## config.mk

```make
export PLATFORM = sky130hd
export DESIGN_NAME = decimal_number_scanner
export DESIGN_NICKNAME = d
export VERILOG_FILES = /design/src/hw/rtl/dns_pkg.sv /design/src/hw/rtl/dns_in_reg.sv /design/src/hw/rtl/dns_scan.sv /design/src/hw/rtl/dns_out_reg.sv /design/src/hw/rtl/decimal_number_scanner.sv
export SDC_FILE = /design/constraint.sdc
export NUM_CORES = 1
export LEC_CHECK = 0
export BUFFER_PORTS_ARGS = -buffer_cell sky130_fd_sc_hd__buf_4
export CORE_MARGIN = 4
export CORE_UTILIZATION = 29
export CTS_BUF_LIST = sky130_fd_sc_hd__clkbuf_2
export DETAILED_ROUTE_END_ITERATION = 6
export MAX_ROUTING_LAYER = met4
export SYNTH_ARGS = -nofsm -noshare
export SYNTH_HDL_FRONTEND = slang
export SYNTH_SLANG_ARGS = --single-unit
```

## constraint.sdc

```tcl
create_clock -name clk -period 8.25 [get_ports clk]
set_input_delay 0.825 -clock clk [delete_from_list [all_inputs] [get_ports clk]]
set_output_delay 0.825 -clock clk [all_outputs]
set_load 0.02 [all_outputs]
```

## src/hw/rtl/dns_pkg.sv

```systemverilog
// Shared types and constants for the decimal number scanner.
// No dependencies; used by every module under hw/rtl except dns_checker.
package dns_pkg;

	localparam int CHAR_W      = 8;
	localparam int MANT_W      = 64;
	localparam int DEXP_W      = 16;
	localparam int DCNT_W      = 5;
	localparam int FRAC_W      = 16;
	localparam int EXP_ACC_W   = 14;
	localparam int EXP_SUM_W   = FRAC_W + 2;
	localparam int MANT_DIGITS = 19;
	localparam int EXP_LIMIT   = 9999;
	localparam int OUT_W       = 88;

	localparam logic [CHAR_W-1:0] CH_MINUS = 8'h2D;
	localparam logic [CHAR_W-1:0] CH_PLUS  = 8'h2B;
	localparam logic [CHAR_W-1:0] CH_POINT = 8'h2E;
	localparam logic [CHAR_W-1:0] CH_E_LO  = 8'h65;
	localparam logic [CHAR_W-1:0] CH_E_UP  = 8'h45;
	localparam logic [CHAR_W-1:0] CH_ZERO  = 8'h30;
	localparam logic [CHAR_W-1:0] CH_NINE  = 8'h39;

	typedef enum logic [1:0] {
		PH_START = 2'd0,
		PH_INT   = 2'd1,
		PH_FRAC  = 2'd2,
		PH_EXP   = 2'd3
	} phase_t;

	typedef struct packed {
		logic              last_char;
		logic [CHAR_W-1:0] character;
	} in_word_t;

	typedef struct packed {
		phase_t                 phase;
		logic                   sign_neg;
		logic [MANT_W-1:0]      digit_acc;
		logic [DCNT_W-1:0]      digits_kept;
		logic [FRAC_W-1:0]      frac_digits;
		logic [FRAC_W-1:0]      int_dropped;
		logic                   exp_neg;
		logic [EXP_ACC_W-1:0]   exp_acc;
		logic                   exp_sign_allowed;
		logic                   error_seen;
		logic                   drop_seen;
	} scan_state_t;

	typedef struct packed {
		logic                     inexact;
		logic                     malformed;
		logic signed [DEXP_W-1:0] dec_exponent;
		logic [MANT_W-1:0]        mantissa;
		logic                     negative;
	} result_t;

endpackage

```

## src/hw/rtl/dns_in_reg.sv

```systemverilog
// Input register stage: holds one character word until the scanner takes it.
// Depends on dns_pkg.
module dns_in_reg (
	input  logic              clk,
	input  logic              arst_n,
	input  logic              s_tvalid,
	output logic              s_tready,
	input  logic [7:0]        s_tdata,
	input  logic              s_tlast,
	input  logic              out_ready,
	output logic              step,
	output dns_pkg::in_word_t word_s1
);

	logic valid_s1;

	// a last word needs room in the output register, others always pass
	assign step     = valid_s1 && (!word_s1.last_char || out_ready);
	assign s_tready = !valid_s1 || step;

	always_ff @(posedge clk or negedge arst_n) begin
		if (!arst_n) begin
			valid_s1 <= 1'b0;
		end else if (s_tready) begin
			valid_s1 <= s_tvalid;
		end
	end

	always_ff @(posedge clk) begin
		if (s_tready && s_tvalid) begin
			word_s1.character <= s_tdata;
			word_s1.last_char <= s_tlast;
		end
	end

endmodule

```

## src/hw/rtl/dns_scan.sv

```systemverilog
// Scanner state and per-character update, plus the final exponent sum.
// Depends on dns_pkg.
module dns_scan (
	input  logic              clk,
	input  logic              arst_n,
	input  logic              step,
	input  dns_pkg::in_word_t word_s1,
	output dns_pkg::result_t  result
);

	dns_pkg::scan_state_t st_q;
	dns_pkg::scan_state_t nx;

	logic [dns_pkg::CHAR_W-1:0]    c;
	logic                          is_digit;
	logic [3:0]                    d;
	logic                          stop;
	dns_pkg::phase_t               ph;
	logic                          in_frac;
	logic [dns_pkg::MANT_W-1:0]    acc10;
	logic [dns_pkg::EXP_SUM_W-1:0] exp10;

	logic signed [dns_pkg::EXP_SUM_W-1:0] ea;
	logic signed [dns_pkg::EXP_SUM_W-1:0] esum;

	assign c        = word_s1.character;
	assign is_digit = (c >= dns_pkg::CH_ZERO) && (c <= dns_pkg::CH_NINE);
	assign d        = is_digit ? c[3:0] : 4'd0;
	assign acc10    = (st_q.digit_acc << 3) + (st_q.digit_acc << 1)
	                  + {{(dns_pkg::MANT_W-4){1'b0}}, d};
	assign exp10    = ({4'b0, st_q.exp_acc} << 3) + ({4'b0, st_q.exp_acc} << 1)
	                  + {{(dns_pkg::EXP_SUM_W-4){1'b0}}, d};

	// next state for one character
	always_comb begin
		nx      = st_q;
		ph      = st_q.phase;
		stop    = 1'b0;
		in_frac = 1'b0;
		if (ph == dns_pkg::PH_START) begin
			nx.phase = dns_pkg::PH_INT;
			ph       = dns_pkg::PH_INT;
			if (c == dns_pkg::CH_MINUS) begin
				nx.sign_neg = 1'b1;
				stop        = 1'b1;
			end
		end
		if (!stop) begin
			if (ph == dns_pkg::PH_EXP) begin
				if (is_digit) begin
					nx.exp_acc = (exp10 > dns_pkg::EXP_SUM_W'(dns_pkg::EXP_LIMIT)) ?
					             dns_pkg::EXP_ACC_W'(dns_pkg::EXP_LIMIT) :
					             exp10[dns_pkg::EXP_ACC_W-1:0];
					nx.exp_sign_allowed = 1'b0;
				end else if (st_q.exp_sign_allowed &&
				             (c == dns_pkg::CH_PLUS || c == dns_pkg::CH_MINUS)) begin
					if (c == dns_pkg::CH_MINUS) begin
						nx.exp_neg = 1'b1;
					end
					nx.exp_sign_allowed = 1'b0;
				end else begin
					nx.error_seen = 1'b1;
				end
			end else if (is_digit) begin
				in_frac = (ph == dns_pkg::PH_FRAC);
				if (st_q.digit_acc == '0 && d == 4'd0) begin
					// leading zero: no capacity used
					if (in_frac && st_q.frac_digits != '1) begin
						nx.frac_digits = st_q.frac_digits + 1'b1;
					end
				end else if (st_q.digits_kept < dns_pkg::DCNT_W'(dns_pkg::MANT_DIGITS)) begin
					nx.digit_acc   = acc10;
					nx.digits_kept = st_q.digits_kept + 1'b1;
					if (in_frac && st_q.frac_digits != '1) begin
						nx.frac_digits = st_q.frac_digits + 1'b1;
					end
				end else begin
					if (!in_frac && st_q.int_dropped != '1) begin
						nx.int_dropped = st_q.int_dropped + 1'b1;
					end
					if (d != 4'd0) begin
						nx.drop_seen = 1'b1;
					end
				end
			end else if (c == dns_pkg::CH_POINT && ph == dns_pkg::PH_INT) begin
				nx.phase = dns_pkg::PH_FRAC;
			end else if (c == dns_pkg::CH_E_LO || c == dns_pkg::CH_E_UP) begin
				nx.phase            = dns_pkg::PH_EXP;
				nx.exp_sign_allowed = 1'b1;
			end else begin
				nx.error_seen = 1'b1;
			end
		end
	end

	// result fields from the updated state
	always_comb begin
		ea   = {{(dns_pkg::EXP_SUM_W-dns_pkg::EXP_ACC_W){1'b0}}, nx.exp_acc};
		esum = (nx.exp_neg ? -ea : ea)
		       + $signed({2'b00, nx.int_dropped})
		       - $signed({2'b00, nx.frac_digits});
		result.negative  = nx.sign_neg;
		result.mantissa  = nx.digit_acc;
		result.malformed = nx.error_seen ||
		                   (nx.phase == dns_pkg::PH_EXP && nx.exp_sign_allowed);
		result.inexact   = nx.drop_seen;
		if (esum > dns_pkg::EXP_SUM_W'(32767)) begin
			result.dec_exponent = 16'sh7FFF;
		end else if (esum < -(dns_pkg::EXP_SUM_W'(32768))) begin
			result.dec_exponent = 16'sh8000;
		end else begin
			result.dec_exponent = esum[dns_pkg::DEXP_W-1:0];
		end
	end

	always_ff @(posedge clk or negedge arst_n) begin
		if (!arst_n) begin
			st_q <= '0;
		end else if (step) begin
			// the final character returns the scanner to its start
			st_q <= word_s1.last_char ? '0 : nx;
		end
	end

endmodule

```

## src/hw/rtl/dns_out_reg.sv

```systemverilog
// Output register: holds a finished result until the receiver takes it.
// Depends on dns_pkg.
module dns_out_reg (
	input  logic                        clk,
	input  logic                        arst_n,
	input  logic                        load,
	input  dns_pkg::result_t            result,
	output logic                        out_ready,
	output logic                        m_tvalid,
	input  logic                        m_tready,
	output logic [dns_pkg::OUT_W-1:0]   m_tdata
);

	logic             valid_q;
	dns_pkg::result_t res_q;

	assign out_ready = !valid_q || m_tready;
	assign m_tvalid  = valid_q;
	assign m_tdata   = {{(dns_pkg::OUT_W - $bits(dns_pkg::result_t)){1'b0}}, res_q};

	always_ff @(posedge clk or negedge arst_n) begin
		if (!arst_n) begin
			valid_q <= 1'b0;
		end else if (load) begin
			valid_q <= 1'b1;
		end else if (m_tready) begin
			valid_q <= 1'b0;
		end
	end

	always_ff @(posedge clk) begin
		if (load) begin
			res_q <= result;
		end
	end

endmodule

```

## src/hw/rtl/decimal_number_scanner.sv

```systemverilog
// Top level of the decimal number scanner.
// Depends on dns_pkg, dns_in_reg, dns_scan and dns_out_reg.
//
// Input stream: one ASCII character of a literal such as -12.5e+3 per word,
// s_tlast on its final character. Output stream: one word per literal, the
// value being (-1)^negative * mantissa * 10^dec_exponent, with flags for a
// malformed literal and for nonzero digits dropped past 19 significant ones.
// Throughput: one character per cycle unless a final character waits on a
// stalled output, held by the combinational update of the scanner state
// (mantissa times ten plus digit, exponent sum). A final character passes
// through the input and the output register before it shows on m_tvalid.
// Reset clears the scanner to the start of a literal and empties both
// registers. When the receiver stalls, non-final characters keep flowing;
// a final character waits in the input register while the output register
// holds an untaken result, and s_tready drops only then.
module decimal_number_scanner (
	input  logic        clk,
	input  logic        arst_n,
	input  logic        s_tvalid,
	output logic        s_tready,
	input  logic [7:0]  s_tdata,   // [7:0] character
	input  logic        s_tlast,   // last_char
	output logic        m_tvalid,
	input  logic        m_tready,
	output logic [87:0] m_tdata    // [0] negative, [64:1] mantissa,
	                               // [80:65] dec_exponent, [81] malformed,
	                               // [82] inexact, [87:83] zero
);

	logic              step;
	logic              out_ready;
	dns_pkg::in_word_t word_s1;
	dns_pkg::result_t  result;

	dns_in_reg u_in (
		.clk       (clk),
		.arst_n    (arst_n),
		.s_tvalid  (s_tvalid),
		.s_tready  (s_tready),
		.s_tdata   (s_tdata),
		.s_tlast   (s_tlast),
		.out_ready (out_ready),
		.step      (step),
		.word_s1   (word_s1)
	);

	dns_scan u_scan (
		.clk     (clk),
		.arst_n  (arst_n),
		.step    (step),
		.word_s1 (word_s1),
		.result  (result)
	);

	dns_out_reg u_out (
		.clk       (clk),
		.arst_n    (arst_n),
		.load      (step && word_s1.last_char),
		.result    (result),
		.out_ready (out_ready),
		.m_tvalid  (m_tvalid),
		.m_tready  (m_tready),
		.m_tdata   (m_tdata)
	);

endmodule

```

==> flow_summary.yaml <==
floorplan:
  die_h_um: 248
  fp.dieW_um: 248
  start_util: 0.294
  core_um2: 56600
  placementRows: 87
  ios: 103
  dieArea_um2: 61300
timing:
  layout_setup_ws_ns: 0.464
  tightest_slew_ns: 1.00
  setup-tns-final_ns: 0
  fmax_ghz: 0.128
  fin_skew_ns: 0.113
  fin_crit_sh: 0.944
  hold-worst-slack_ns: 0.106
  maxSlewHeadroom: 0.331
  drv_slew: 0
  min_period_ns: 7.79
  finalSetupViolations: 0
  hold_viol_final: 0
critical_path:
  r2r_cells: 31
  r2r_slack_ns: 0.46
  worstPathArrival_ns: 8.55
  cp-start-kind: "register"
  path_class: "register to register"
  crit_top_cell: "o21ai_0"
  end_kind: "register"
  slowest_stage: "o21ai_0"
  worstPathRequired_ns: 9.01
  cp_max_fo: 15
  cpPeakStageDelay_ns: 0.51
  r2r_start: "u_in.word_s1[1]"
  reg2reg_to: "u_out.m_tdata[69]"
layout:
  fin_util: 0.335
  fillers: 5852
  layout-drive-gt1-share: 0.134
  fin_nets: 2138
  areaGrowthSynthToFinish_pct: 13.7
run:
  cap_violations: 0
pwr:
  vdd_drop_max_uv: 102
  leakage_nw: 8.56
  power_mw: 3.47
  cellPowerDensity_nw_per_um2: 183
global_routing:
  grt_pass1_vias: 14100
  grt_max_degree: 94
  grt_pass1_wl_um: 76500
  grt.total_usage: 0.159
  globalRouteOverflowTotal: 0
  antenna_found_initial: 3
placement:
  place_ws_ns: -0.0531
  io_buffers: 97
  gp_congestion: 0.924
  dp_hpwl_um: 35500
logic_synthesis:
  synth.yosys.warnings: 0
  yosysMostFrequentCell: "nand2_1"
  synth_edf_count: 92
  syn_area_per_cell_um2: 9.10
  synth_common_cells: "208 x nand2_1, 178 x o21ai_0, 173 x ha_1"
  synthCells: 1830
  yosysUniqueCellTypes: 80
  synth_top_area_cell: "dfrtp_1"
  yosysTopAreaCellShare: 0.186
  synthesis.area_um2: 16700
  ys_async_sr_fraction: 0.574
  ys.flop_type: "dfrtp_1"
  ys_seq_area_frac: 0.352
  ys_ff_latch: 216
  synth_top_cells_by_area: "dfrtp_1 19%, edfxtp_1 17%, ha_1 13%"
clocking:
  clk_transition_reported_paths_ns: 0.11
  clkLatencyLatePin_ns: 1.02
  cts-root-buf: "clkbuf_2"
  cts-htree-levels: 2
  cts_buffer_depth: 3
  clock_sinks: 216
  cts_tree: "done"
  cts_made_buffers: 55
routing:
  num_vias: 14200
  antenna_left: 0
  drt_iter0_markers: 843
  firstDrtPassIters: 5
  routed_wl_um: 47700
  post_drt_wl_per_cell_um: 17.4
  viasPerCell: 5.17
  drc: 0
min_path:
  hold_depth: 1
  hold_end: "u_in.word_s1[8]"
  hp-class: "input pin to register"
  holdCritStartpoint: "s_tlast"
outcome:
  run_status: "finished, final reports clean"
## critical path: cells and delay by family (launching register included)
family / cells / cell delay, ns
fa+ha+maj: 4 / 1.62
xor+xnor: 2 / 0.32
simple gates: 6 / 1.39
flops: 1 / 0.50
compound gates: 16 / 3.43
buf+inv: 3 / 0.31
## routing by layer
layer | vias to the layer above | wire (um) | GRT usage
met5 | - | 0 | -
met2 | 307 | 21700 | 0.250
met1 | 6815 | 22700 | 0.209
met4 | 0 | 1410 | 0.0554
li1 | 6951 | - | -
met3 | 87 | 1870 | 0.0236
## flip-flops by register name (all words and copies together) (netlist names)
register	cells
u_in.valid_s1	1
u_in.word_s1	9
u_out.m_tdata	83
u_out.m_tvalid	1
u_scan.st_q	122
## what timing repair did
| item | in CTS | in global routing |
|---|---|---|
| hold endpoints to repair | 27 | 0 |
| resized for setup | 1 | 16 |
| setup endpoints to repair | 7 | 16 |
| hold buffers | 11 | 0 |
| pin swaps | 0 | 2 |
| setup buffers | 0 | 1 |
## through the flow
step / instance area [um2] / instances
2_1_floorplan: 16700 / 1834
3_3_place_gp: 18200 / 2621
3_5_place_dp: 18200 / 2621
4_1_cts: 18800 / 2735
5_1_grt: 18900 / 2738
6_report: 18900 / 2739
## cell type report
cell class | count | area, um2 | share of cell area
Inverter | 79 | 299 | 0.0158
Clock buffer | 89 | 445 | 0.0235
Clock inverter | 14 | 111 | 0.00588
Sequential cell | 216 | 5870 | 0.310
Timing Repair Buffer | 128 | 988 | 0.0522
Multi-Input combinational cell | 1454 | 10300 | 0.543
Antenna cell | 3 | 7.51 | 0.000396
Tap cell | 756 | 946 | 0.0499
## how the worst max path moves through the flow
stage,from,end,cells after the start
finish,u_in.word_s1[1],u_out.m_tdata[69],31
global route,u_in.word_s1[1],u_out.m_tdata[69],33
CTS,u_in.word_s1[7],u_out.m_tdata[67],33
detailed placement,u_in.word_s1[7],u_out.m_tdata[67],32
global placement,u_in.word_s1[7],u_out.m_tdata[67],32
floorplan,u_in.word_s1[7],u_out.m_tdata[68],34
## cells by family (layout without fill, tap and decap cells)
kind of cell	count (synthesis)	after routing	share of synthesized area
compound gates	555	555	0.215
xor+xnor	124	124	0.0652
fa+ha+maj	191	191	0.152
mux	35	35	0.0217
simple gates	544	544	0.156
other cells	1	8	0.000225
flops	216	216	0.352
buf+inv	164	310	0.0391
## power breakdown
| part | internal [mW] | switching, mW | leakage (nW) |
|---|---|---|---|
| clock network | 0.348 | 0.465 | 0.424 |
| registers | 1.28 | 0.120 | 2.58 |
| logic | 0.496 | 0.763 | 5.56 |
## placed cells by master (no fill, tap or decap), types with 13 or more instances in the layout
cell,n
nor2_1,118
xnor2_1,65
o21ai_1,15
nand2_1,207
clkbuf_2,89
nand2b_1,13
a22o_1,38
nor2b_1,25
nor4_1,22
inv_1,78
edfxtp_1,92
o21ai_0,177
ha_1,172
o21a_1,13
and3_1,15
dfrtp_1,124
nand3_1,32
xor2_1,57
fa_1,18
nand4_1,32
a21oi_1,110
mux2i_1,26
nor3_1,23
o21bai_1,28
a21o_1,51
buf_4,117
Power figures use the tool's default switching activity.
